==> config.mk <==
export PLATFORM = sky130hd
export DESIGN_NAME = ddst_divider
export DESIGN_NICKNAME = d
export VERILOG_FILES = /design/src/design/ddst_pkg.sv /design/src/design/ddst_divider.sv
export SDC_FILE = /design/constraint.sdc
export NUM_CORES = 1
export LEC_CHECK = 0
export ABC_CLOCK_PERIOD_IN_PS = 3100
export BUFFER_PORTS_ARGS = -buffer_cell sky130_fd_sc_hd__buf_4
export CAP_MARGIN = 20
export CORE_AREA = 2 2 122 124
export CTS_BUF_LIST = sky130_fd_sc_hd__clkbuf_8
export DETAILED_ROUTE_END_ITERATION = 8
export DIE_AREA = 0 0 124 126
export HOLD_SLACK_MARGIN = 0.15
export SLEW_MARGIN = 20
export SYNTH_ARGS = -nofsm -noshare
export SYNTH_HDL_FRONTEND = slang
export SYNTH_SLANG_ARGS = --single-unit
==> constraint.sdc <==
create_clock -name aclk -period 3.1 [get_ports aclk]
set_input_delay 0.465 -clock aclk [delete_from_list [all_inputs] [get_ports aclk]]
set_output_delay 0.465 -clock aclk [all_outputs]
set_load 0.01 [all_outputs]
==> src/design/ddst_pkg.sv <==
package ddst_pkg;

    // field widths
    localparam int ACT_W     = 2;
    localparam int DS_W      = 35;
    localparam int VAL_W     = 33;
    localparam int ST_W      = 3;
    localparam int FSEC_W    = 33;
    localparam int BLK_W     = 17;
    localparam int ENT_W     = 32;
    localparam int BADDR_W   = 41;
    localparam int MASK_W    = 8;
    localparam int BS_W      = 17;
    localparam int BM_W      = 5;
    localparam int DISK_W    = 36;
    localparam int CFG_IDX_W = 2;
    localparam int CFG_W     = 36;

    // stream payload widths, padded to whole bytes
    localparam int S_TDATA_W = 72;
    localparam int M_TDATA_W = 168;

    localparam int TABLE_DEPTH_DEF = 131072;

    localparam logic [ENT_W-1:0]  NO_BLOCK = 32'hFFFF_FFFF;
    localparam logic [MASK_W-1:0] TOP_BIT  = 8'h80;

    // register reset values
    localparam logic [BS_W-1:0]   BLOCK_SECTORS_RST  = 17'd4096;
    localparam logic [BM_W-1:0]   BITMAP_SECTORS_RST = 5'd1;
    localparam logic [DISK_W-1:0] DISK_SECTORS_RST   = '0;

    // register indexes
    localparam logic [CFG_IDX_W-1:0] REG_BLOCK_SECTORS  = 2'd0;
    localparam logic [CFG_IDX_W-1:0] REG_BITMAP_SECTORS = 2'd1;
    localparam logic [CFG_IDX_W-1:0] REG_DISK_SECTORS   = 2'd2;

    typedef enum logic [ACT_W-1:0] {
        ACT_READ      = 2'd0,
        ACT_WRITE     = 2'd1,
        ACT_LOAD      = 2'd2,
        ACT_SET_FREE  = 2'd3
    } action_t;

    typedef enum logic [ST_W-1:0] {
        ST_MAPPED     = 3'd0,
        ST_UNALLOC    = 3'd1,
        ST_ALLOCATED  = 3'd2,
        ST_RANGE      = 3'd3,
        ST_OVERFLOW   = 3'd4,
        ST_REJECTED   = 3'd5
    } status_t;

    // divider request and response
    typedef struct packed {
        logic            start;
        logic [DS_W-1:0] dividend;
        logic [BS_W-1:0] divisor;
    } div_req_t;

    typedef struct packed {
        logic            done;
        logic [DS_W-1:0] quotient;
        logic [BS_W-1:0] remainder;
    } div_resp_t;

endpackage

==> src/design/ddst_divider.sv <==
module ddst_divider (
    input  logic                aclk,
    input  logic                aresetn,
    input  ddst_pkg::div_req_t  req,
    output ddst_pkg::div_resp_t resp
);

    import ddst_pkg::*;

    localparam int CNT_W = $clog2(DS_W + 1);

    logic             busy_reg, busy_next;
    logic             done_reg, done_next;
    logic [CNT_W-1:0] cnt_reg, cnt_next;
    logic [DS_W-1:0]  quo_reg, quo_next;
    logic [BS_W-1:0]  rem_reg, rem_next;
    logic [BS_W-1:0]  div_reg, div_next;
    logic [BS_W:0]    trial;
    logic [BS_W:0]    diff;
    logic             fits;

    // one restoring step: shift in next dividend bit, subtract if it fits
    always_comb begin
        trial = {rem_reg, quo_reg[DS_W-1]};
        fits  = (trial >= {1'b0, div_reg});
        diff  = trial - {1'b0, div_reg};

        busy_next = busy_reg;
        done_next = 1'b0;
        cnt_next  = cnt_reg;
        quo_next  = quo_reg;
        rem_next  = rem_reg;
        div_next  = div_reg;

        if (req.start) begin
            busy_next = 1'b1;
            cnt_next  = CNT_W'(DS_W);
            quo_next  = req.dividend;
            rem_next  = '0;
            div_next  = req.divisor;
        end else if (busy_reg) begin
            rem_next = fits ? diff[BS_W-1:0] : trial[BS_W-1:0];
            quo_next = {quo_reg[DS_W-2:0], fits};
            cnt_next = cnt_reg - 1'b1;
            if (cnt_reg == CNT_W'(1)) begin
                busy_next = 1'b0;
                done_next = 1'b1;
            end
        end
    end

    always_ff @(posedge aclk) begin
        if (!aresetn) begin
            busy_reg <= 1'b0;
            done_reg <= 1'b0;
            cnt_reg  <= '0;
        end else begin
            busy_reg <= busy_next;
            done_reg <= done_next;
            cnt_reg  <= cnt_next;
        end
        quo_reg <= quo_next;
        rem_reg <= rem_next;
        div_reg <= div_next;
    end

    // quotient and remainder hold until the next start
    assign resp.done      = done_reg;
    assign resp.quotient  = quo_reg;
    assign resp.remainder = rem_reg;

endmodule

; Yosys cells after proc, flatten, opt, wreduce, memory -nomap -nowiden
; Cells that the tools add are included.
; Widths: inputs -> output; s select.
[totals]
regBits = 77
in_bits = 55
[classes]
n_addsub = 2
n_mux = 9
n_bitwise = 2
order_cmp = 1
n_reduce_logical = 3
n_eq_ne = 1
[op_table]
columns = op, count
row1 = $mux 35, 2
row2 = $ge 18x17->1, 1
row3 = $mux 17, 1
row4 = $sub 17x17->17, 1
row5 = $mux 6, 2
row6 = $eq 6x1->1 const B, 1
row7 = $sub 6x1->6 const B, 1
row8 = $mux 1, 4
row9 = $reduce_or 3->1, 1
row10 = $not 1->1, 2
row11 = $reduce_bool 2->1, 1
row12 = $reduce_or 2->1, 1

; Depth between registers and ports, before layout
; Gate-level depths: netlist (run 1).
[logic_depth]
depth_word = 4
mapped_depth = 11
ltp_nobuf = 10

; Least setup slack after synthesis (run 1)
; Ideal clock, no wire load.
[synth_path]
path_type = register to register
from = register quo_reg[34]
to = register quo_reg[0] (data pin)
path_slack_ns = 0.412
t_arrival_ns = 2.428
setup_ns = 0.260
n_path_buf = 1
path_stages_with_launch = 11
cell_sequence = edfxtp_1 > inv_1 > ha_1 > inv_1 > fa_1 > a211oi_2 > o21ai_2 > a211oi_1 > o21ai_2 > buf_2 > mux2_2
[synth_between]
elab_chain_cells = 3
[synth_rtl]
columns = item, line
row1 = from (decl), ddst_divider.sv:15  ; logic [DS_W-1:0] quo_reg, quo_next;
row2 = from (signal assigned), ddst_divider.sv:62  ; quo_reg <= quo_next;
row3 = $ge 18x17->1, ddst_divider.sv:25  ; fits = (trial >= {1'b0, div_reg});
row4 = $mux 35, ddst_divider.sv:41  ; end else if (busy_reg) begin
row5 = $mux 35, ddst_divider.sv:35  ; if (req.start) begin
row6 = named net quo_next[0], ddst_divider.sv:15
; The timed path passes the listed nets, and every way through them passes these cells. The select of a mux whose other input is x is not followed.
; A chain may end at the register's enable or synchronous reset.

; Final worst setup path (run 1)
; Same ends and word-level chain as after synthesis.

==> flow_summary.ini, run 1 <==
[synth]
synth_area_um2 = 4078
ys_types = 53
ys.warnings.count = 0
syn_nets = 434
synth-seq-cells = 77
syn_avg_cell_area_um2 = 11.36
synth_cells = 359
seq_area_frac_synth_pct = 50.57

[pwr]
powerDensity_nw_per_um2 = 484.1
irDropWorstVdd_uv = 221.1
pwr-share-comb_pct = 23.4
p_seq_share_pct = 49.7
p_leak_nw = 2.205
internal_power_mw = 1.797
switchingPower_mw = 0.7436
p_clk_share_pct = 26.9
swShare_pct = 29.27

[clock_network]
clkSinkCount = 77
htree_num_levels = 3
clk_path_buf_depth = 2
hold_buffers = 0
cts_root_buf = clkbuf_8
cts_buffers = 9
ctsResizeCount = 0
cts_tree = yes
clk_pin_slew_ps = 80
postCtsSetupBuffers = 0
clock_latency_ps = 350

[routing]
wl_per_cell_um = 15.59
dr.pass1.iters = 4
drt-initial-drc-count = 172
num_vias = 3229
drc = 0
routed_wl_um = 10230
ant_nets = 0
avgViaCountPerCell = 4.922

[cells_and_area]
multiInputGateArea_um2 = 1849
drive_gt1_share_pct = 35.59
seqCellArea_um2 = 2062
antennaDiodeCount = 0
largest_register_ffs = 35
area_growth_pct = 28.72
nets = 542
fillers = 1422

[global_routing]
antenna_found_initial = 0
grt_use_total_pct = 13.69
grt_pass1_wl_um = 16840
grt.overflow.total = 0
grt_pass1_vias = 3332
grt_max_degree = 41

[critical_path]
path_cells = inv_1, ha_1, inv_1, fa_1, a211oi_2, o21ai_2, a211oi_1, o21ai_2, buf_4, mux2_2
critPathRequiredTime_ps = 3210
r2r_slack_ps = 350
cp_max_fo = 13
r2r_end = quo_reg[0]$_DFFE_PP_
critPathCaptureType = flop
startpoint_type = flop
r2r-start = quo_reg[34]$_DFFE_PP_
reg2regPathDepth = 10
criticalPathCategory = flop to flop
arrival_ps = 2860
slowest_delay_ps = 440
cp_slowest_cell = fa_1

[sta]
rsz0062_at_grt = no
finalCritPeriodShare_pct = 88.60
period_minus_slack_ps = 2747
hold_viol = 0
setup_ws_ps = 353.5
worst_slew_pin_slew_ps = 601.0
final.setup.tns_ps = 0
slew_headroom_pct = 59.89
slew_violations = 0
skew_ps = 12.01
setup_violations = 0
clock.fmax_mhz = 364.1

[floorplan]
coreArea_um2 = 14310
rows = 44
initial_core_util_pct = 28.49
dieArea_um2 = 15620
die_w_um = 124
fp.dieH_um = 126
ioPinCount = 108

[min_path]
hp-start = req[1]
whs_path_depth = 1
min_to = div_reg[1]$_DFFE_PP_
hold_class = primary input to flop

[placed_design]
hpwlAfterDp_um = 7545
gp_congestion = 0.8652
portBuffers = 107
dp_worst_setup_slack_ps = 366.1

[flow_run]
max_cap_violations = 0

[status]
status = finished, final reports clean
[layer usage]
layer	track usage (%)	wire [um]	up-vias
met1	16.34	4321	1531
met2	22.62	4908	126
met3	4.665	826	13
met4	5.155	171	0
met5	0	0	-
li1	-	-	1559
[synthesized netlist by cell type, drive strengths merged]
library cell  instances  area share, %
xnor2                 8            1.7
a31oi                 2           0.31
a21o                  6            1.1
nor3                  3           0.37
clkbuf               10           0.92
nand4                 3           0.46
o21a                  2           0.37
fa                    1           0.49
a21oi                19            2.3
and3                  3           0.46
nor3b                 1           0.18
nor2b                 1           0.15
xor2                  9            1.9
nand3                10            1.2
a41oi                 2           0.43
nand2                18            1.7
a32o                  1           0.25
a41o                  1           0.25
mux2                 35            9.7
and2                  1           0.15
dfxtp                25             12
ha                   19            5.8
inv                  25            2.3
o211a                 2           0.49
nor2                 28            2.6
nor4                  3           0.46
or4                   1           0.18
or3                   2           0.31
o2111ai               1           0.21
a21boi                3           0.55
a31o                  2           0.43
o311ai                7            1.5
edfxtp               52             38
o31ai                 4           0.86
a211o                 1           0.21
o21ai                12            1.7
nand3b                1           0.18
and4                  3           0.71
o311a                 1           0.25
buf                   5           0.86
mux2i                 8            2.0
o211ai                5           0.92
a211oi               10            2.1
nand2b                3           0.46
[power by group through the flow]
stage	Combinational (mW)	Clock (mW)	Sequential, mW
after floorplan	0.331	0	1.30
after global placement	0.591	0	1.28
after CTS	0.597	0.710	1.26
after global routing	0.658	0.747	1.28
final	0.595	0.684	1.26
after detailed placement	0.596	0	1.28
[critical path: cells and delay by family, from the launching register on]
family	cells	cell delay (ps)
muxes	1	270
DFF	1	410
buffers and inverters	3	330
adders and majority gates	2	590
AOI/OAI and AO/OA	4	890
[cell type report]
class / count / share of cell area, %
clock buffer: 10 / 2.622
clock inverter: 6 / 0.6675
inverter: 25 / 1.788
multi-input combinational: 242 / 35.23
sequential: 77 / 39.28
tap: 184 / 4.386
timing repair buffer: 112 / 16.02
[logic make-up after synthesis]
family,count (synthesis),synth area share [%]
AOI/OAI and AO/OA,81,14.21
xor gates and xnor gates,17,3.652
adders and majority gates,20,6.321
buffers and inverters,40,4.081
DFF,77,50.57
muxes,43,11.63
and+or+nand+nor,81,9.543
[placed cells by master, fill, tap and decap left out, drive strengths merged, types with 4 or more instances in the layout]
cell / Yosys / final
nor2: 28 / 28
mux2: 35 / 35
dfxtp: 25 / 25
clkbuf: 10 / 10
ha: 19 / 19
a211oi: 10 / 10
a21oi: 19 / 19
xor2: 9 / 9
mux2i: 8 / 8
o21ai: 12 / 12
nand2: 18 / 18
edfxtp: 52 / 52
nand3: 10 / 10
xnor2: 8 / 8
a21o: 6 / 6
o211ai: 5 / 5
inv: 25 / 28
o311ai: 7 / 7
buf: 5 / 112
o31ai: 4 / 4
[stage by stage]
step	power [mW]	hold WS, ps	cell area, um2	utilization, %	instances
global route	2.680	261.6	5249	36.67	656
finish	2.541	279.9	5249	36.67	656
detailed placement	1.879	519.8	5076	35.46	640
CTS	2.571	260.5	5249	36.67	656
floorplan	1.632	507.2	4078	-	359
global placement	1.873	519.0	5076	35.46	640
[worst max-delay path by stage]
| stage | startpoint | end | cells past startpoint |
|---|---|---|---|
| 2_1_floorplan | quo_reg[34]$_DFFE_PP_ | quo_reg[0]$_DFFE_PP_ | 10 |
| 4_1_cts | quo_reg[34]$_DFFE_PP_ | quo_reg[0]$_DFFE_PP_ | 10 |
| 6_report | quo_reg[34]$_DFFE_PP_ | quo_reg[0]$_DFFE_PP_ | 10 |
| 3_5_place_dp | quo_reg[34]$_DFFE_PP_ | quo_reg[0]$_DFFE_PP_ | 10 |
| 3_3_place_gp | quo_reg[34]$_DFFE_PP_ | quo_reg[0]$_DFFE_PP_ | 10 |
| 5_1_grt | quo_reg[34]$_DFFE_PP_ | rem_reg[7]$_SDFFE_PP0P_ | 10 |
(Power assumes the default switching activity.)
==> inputs of run 2 (changes only) <==
CORE_AREA = 2 2 90 92   (was 2 2 122 124)
DIE_AREA = 0 0 92 94   (was 0 0 124 126)
PLACE_DENSITY = 0.81   (was unset)
==> flow_summary.ini, run 2 (synthesized netlist as in run 1, its figures left out) <==
[routing]
avgViaCountPerCell = 5.590
wl_per_cell_um = 17.03
drc = 0
routed_wl_um = 9792
drt-initial-drc-count = 145
ant_nets = 0
dr.pass1.iters = 4
num_vias = 3214

[clock_network]
cts_buffers = 9
clkSinkCount = 77
postCtsSetupBuffers = 0
hold_buffers = 0
ctsResizeCount = 0
clk_pin_slew_ps = 90
clk_path_buf_depth = 2
clock_latency_ps = 350
cts_tree = yes
cts_root_buf = clkbuf_8
htree_num_levels = 3

[cells_and_area]
fin_area_um2 = 5202
antennaDiodeCount = 0
area_growth_pct = 27.59
nets = 543
largest_register_ffs = 35
layout_common_cells = 113 x buf_4, 52 x edfxtp_1, 35 x mux2_2
final_common_cell = buf_4
drive_gt1_share_pct = 36.15

[pwr]
internal_power_mw = 1.952
irDropWorstVdd_uv = 345.2
pwr-share-comb_pct = 22.1
p_seq_share_pct = 46.5
powerDensity_nw_per_um2 = 521.4
switchingPower_mw = 0.7607
swShare_pct = 28.04
p_leak_nw = 2.229
p_clk_share_pct = 31.4

[floorplan]
coreArea_um2 = 7607
rows = 32
dieArea_um2 = 8648
ioPinCount = 108
initial_core_util_pct = 53.60
die_w_um = 92
fp.dieH_um = 94

[min_path]
hold_class = primary input to flop

[critical_path]
startpoint_type = flop
path_cells = inv_1, ha_1, inv_1, fa_1, a211oi_2, o21ai_2, a211oi_1, o21ai_2, buf_4, mux2_2
crit_family = compound AO/OA/AOI/OAI gates
critPathRequiredTime_ps = 3200
cp_max_fo = 10
cp_slowest_cell = fa_1
criticalPathCategory = flop to flop
slowest_delay_ps = 430
arrival_ps = 2850
path_buf_inv = 3
critPathCaptureType = flop

[global_routing]
grt_pass1_wl_um = 15900
grt.overflow.total = 0
antenna_found_initial = 0
grt_max_degree = 36
grt_pass1_vias = 3284
grt_use_total_pct = 23.69

[sta]
skew_ps = 7.343
final.setup.tns_ps = 0
rsz0062_at_grt = no
worst_slew_pin_slew_ps = 564.0
period_minus_slack_ps = 2752
slew_violations = 0
slew_headroom_pct = 62.36
hold_viol = 0
finalCritPeriodShare_pct = 88.79
setup_violations = 0
clock.fmax_mhz = 363.3

[placed_design]
gp_congestion = 0.8804
hpwlAfterDp_um = 7149
portBuffers = 107
dpl_cell_area_um2 = 4981

[flow_run]
max_cap_violations = 0

[status]
status = finished, final reports clean
==> run 2: cell types whose count changed in the layout (fill, tap and decap cells not counted), sizes merged <==
cell      change
bufinv        +2
clkinv        -1
clkbuf        -1
clkinvlp      -1
inv           +1
buf           +1
==> run 2: final timing paths <==
path	from	end	slack (ps)	cells after the start
hold / removal	req[4]	div_reg[4]$_DFFE_PP_	280	1
setup reg to reg	quo_reg[34]$_DFFE_PP_	quo_reg[0]$_DFFE_PP_	350	10
hold reg to reg	rem_reg[3]$_SDFFE_PP0P_	rem_reg[3]$_SDFFE_PP0P_	530	2
setup / recovery	quo_reg[34]$_DFFE_PP_	quo_reg[0]$_DFFE_PP_	350	10
==> run 2: layout make-up <==
cell class / instances / area (um2)
inverters: 25 / 93.84
multi-input cells: 242 / 1849
flip-flops and latches: 77 / 2062
fillers: 586 / 2405
clock buffers: 9 / 123.9
clock inverters: 7 / 97.59
repair buffers: 113 / 848.3
well taps: 102 / 127.6
==> run 2: stage by stage <==
step / util [%] / instances / setup slack [ps] / power [mW] / hold slack, ps
6_report: 68.39 / 575 / 347.6 / 2.713 / 283.9
5_1_grt: 68.39 / 575 / 127.9 / 2.830 / 275.6
3_3_place_gp: 65.48 / 559 / 475.5 / 1.858 / 515.8
4_1_cts: 68.39 / 575 / 355.6 / 2.729 / 276.0
2_1_floorplan: - / 359 / 412.3 / 1.632 / 507.2
3_5_place_dp: 65.48 / 559 / 394.5 / 1.876 / 516.0
==> run 2: power by group through the flow <==
stage          Combinational [mW]  Sequential [mW]  Clock, mW
6_report                    0.598             1.26      0.852
5_1_grt                     0.656             1.27      0.899
4_1_cts                     0.599             1.26      0.867
3_5_place_dp                0.592             1.28          0
3_3_place_gp                0.578             1.28          0
2_1_floorplan               0.331             1.30          0
==> run 2: metal layers <==
layer  track usage [%]  share of wire (%)  vias to the layer above
met5                 0                  0                        -
met4             9.328                1.6                        0
met3             8.266                9.5                       16
met2             40.93                 50                      126
met1             26.98                 39                     1505
li1                  -                  -                     1567
==> run 2: worst register-to-register path, cell delays in order (launching register included) <==
cell and delay (ps):
edfxtp_1 420, inv_1 80, ha_1 160, inv_1 50, fa_1 430, a211oi_2 300, o21ai_2 120, a211oi_1 380
o21ai_2 110, buf_4 200, mux2_2 270
==> inputs of run 3 (changes only) <==
RECOVER_POWER = 50   (was unset)
==> flow_summary.ini, run 3 (synthesized netlist as in run 1, its figures left out) <==
[critical_path]
r2r_slack_ps = 350
cp_slowest_cell = fa_1
path_cells = inv_1, ha_1, inv_1, fa_1, a211oi_2, o21ai_2, a211oi_1, o21ai_2, buf_4, mux2_2
criticalPathCategory = flop to flop
slowest_delay_ps = 430
critPathCaptureType = flop
cp_max_fo = 10
startpoint_type = flop
reg2regPathDepth = 10
cp.depth = 10
startpoint = quo_reg[34]$_DFFE_PP_
critPathCapture = quo_reg[0]$_DFFE_PP_
r2r-start = quo_reg[34]$_DFFE_PP_
critPathRequiredTime_ps = 3200
path_buf_inv = 3
crit_family = compound AO/OA/AOI/OAI gates
r2r_end = quo_reg[0]$_DFFE_PP_
arrival_ps = 2850

[clock_network]
postCtsSetupBuffers = 0
ctsResizeCount = 0
cts_buffers = 9
cts_tree = yes
clk_path_buf_depth = 2
cts_root_buf = clkbuf_8
clkSinkCount = 77
clock_latency_ps = 340
clk_pin_slew_ps = 90
hold_buffers = 0
htree_num_levels = 3

[pwr]
swShare_pct = 28.29
powerDensity_nw_per_um2 = 527.8
irDropWorstVdd_uv = 338.1
p_leak_nw = 2.102
p_clk_share_pct = 31.7
p_seq_share_pct = 47.0
switchingPower_mw = 0.7589
pwr-share-comb_pct = 21.2
internal_power_mw = 1.924

[sta]
period_minus_slack_ps = 2750
setup_violations = 0
skew_ps = 7.443
slew_headroom_pct = 26.26
rsz0062_at_grt = no
worst_slew_pin_slew_ps = 1106
slew_violations = 0
hold_viol = 0
final.setup.tns_ps = 0
clock.fmax_mhz = 363.6
finalCritPeriodShare_pct = 88.72

[floorplan]
initial_core_util_pct = 53.60
die_w_um = 92
rows = 32
fp.dieH_um = 94
coreArea_um2 = 7607
ioPinCount = 108
dieArea_um2 = 8648

[global_routing]
grt_use_total_pct = 23.69
grt_max_degree = 36
antenna_found_initial = 0
grt_pass1_wl_um = 15900
grt.overflow.total = 0
grt_pass1_vias = 3284

[min_path]
hp-start = req[4]
hold_class = primary input to flop

[cells_and_area]
layout_common_cells = 64 x buf_4, 52 x edfxtp_1, 35 x mux2_2
nets = 543
instances_no_fill = 575
final_common_cell = buf_4
fillers = 621
antennaDiodeCount = 0
area_growth_pct = 24.64
drive_gt1_share_pct = 29.39
largest_register_ffs = 35

[placed_design]
hpwlAfterDp_um = 7149
portBuffers = 107
gp_congestion = 0.8804
post-place-cells = 559

[routing]
avgViaCountPerCell = 5.623
drc = 0
dr.pass1.iters = 4
num_vias = 3233
routed_wl_um = 9770
drt-initial-drc-count = 149
ant_nets = 0
wl_per_cell_um = 16.99

[flow_run]
max_cap_violations = 0

[status]
status = finished, final reports clean
==> run 3: cell count changes in the layout (fill, tap and decap cells not counted), sizes merged <==
cell	previous run	this run
buf	113	64
clkbuf	9	58
==> run 3: how the worst min path moves through the flow <==
stage | to | slack (ps) | cells past startpoint
finish | div_reg[4]$_DFFE_PP_ | 310 | 1
global placement | rem_reg[6]$_SDFFE_PP0P_ | 520 | 2
floorplan | cnt_reg[4]$_SDFFE_PP0P_ | 510 | 2
CTS | div_reg[4]$_DFFE_PP_ | 280 | 1
detailed placement | rem_reg[3]$_SDFFE_PP0P_ | 520 | 2
global route | div_reg[4]$_DFFE_PP_ | 300 | 1
==> run 3: final cells by class <==
cell class / instances / area (um2) / area share (%)
clock buffer: 9 / 123.9 / 2.437
clock inverter: 7 / 97.59 / 1.920
inverter: 25 / 93.84 / 1.846
multi-input combinational: 242 / 1849 / 36.39
sequential: 77 / 2062 / 40.57
tap: 102 / 127.6 / 2.511
timing repair buffer: 113 / 728.2 / 14.33
==> run 3: per-layer routing <==
layer	wire, um	vias to the layer above	global-route usage, %
met5	0	-	0
met4	136	0	9.328
met3	857	15	8.266
met2	4941	118	40.93
met1	3834	1536	26.98
li1	-	1564	-
==> run 3: power groups by stage <==
stage | registers [mW] | clock network, mW | logic, mW
global placement | 1.28 | 0 | 0.578
finish | 1.26 | 0.852 | 0.570
detailed placement | 1.28 | 0 | 0.592
CTS | 1.26 | 0.867 | 0.599
floorplan | 1.30 | 0 | 0.331
global route | 1.27 | 0.899 | 0.627
==> run 3: metrics by stage <==
step	instance area [um2]	total power [mW]	hold WS, ps	util [%]	setup slack, ps
2_1_floorplan	4078	1.632	507.2	-	412.3
3_3_place_gp	4981	1.858	515.8	65.48	475.5
3_5_place_dp	4981	1.876	516.0	65.48	394.5
4_1_cts	5202	2.729	276.0	68.39	355.6
5_1_grt	5082	2.800	298.8	66.81	127.9
6_report	5082	2.683	310.5	66.81	349.7
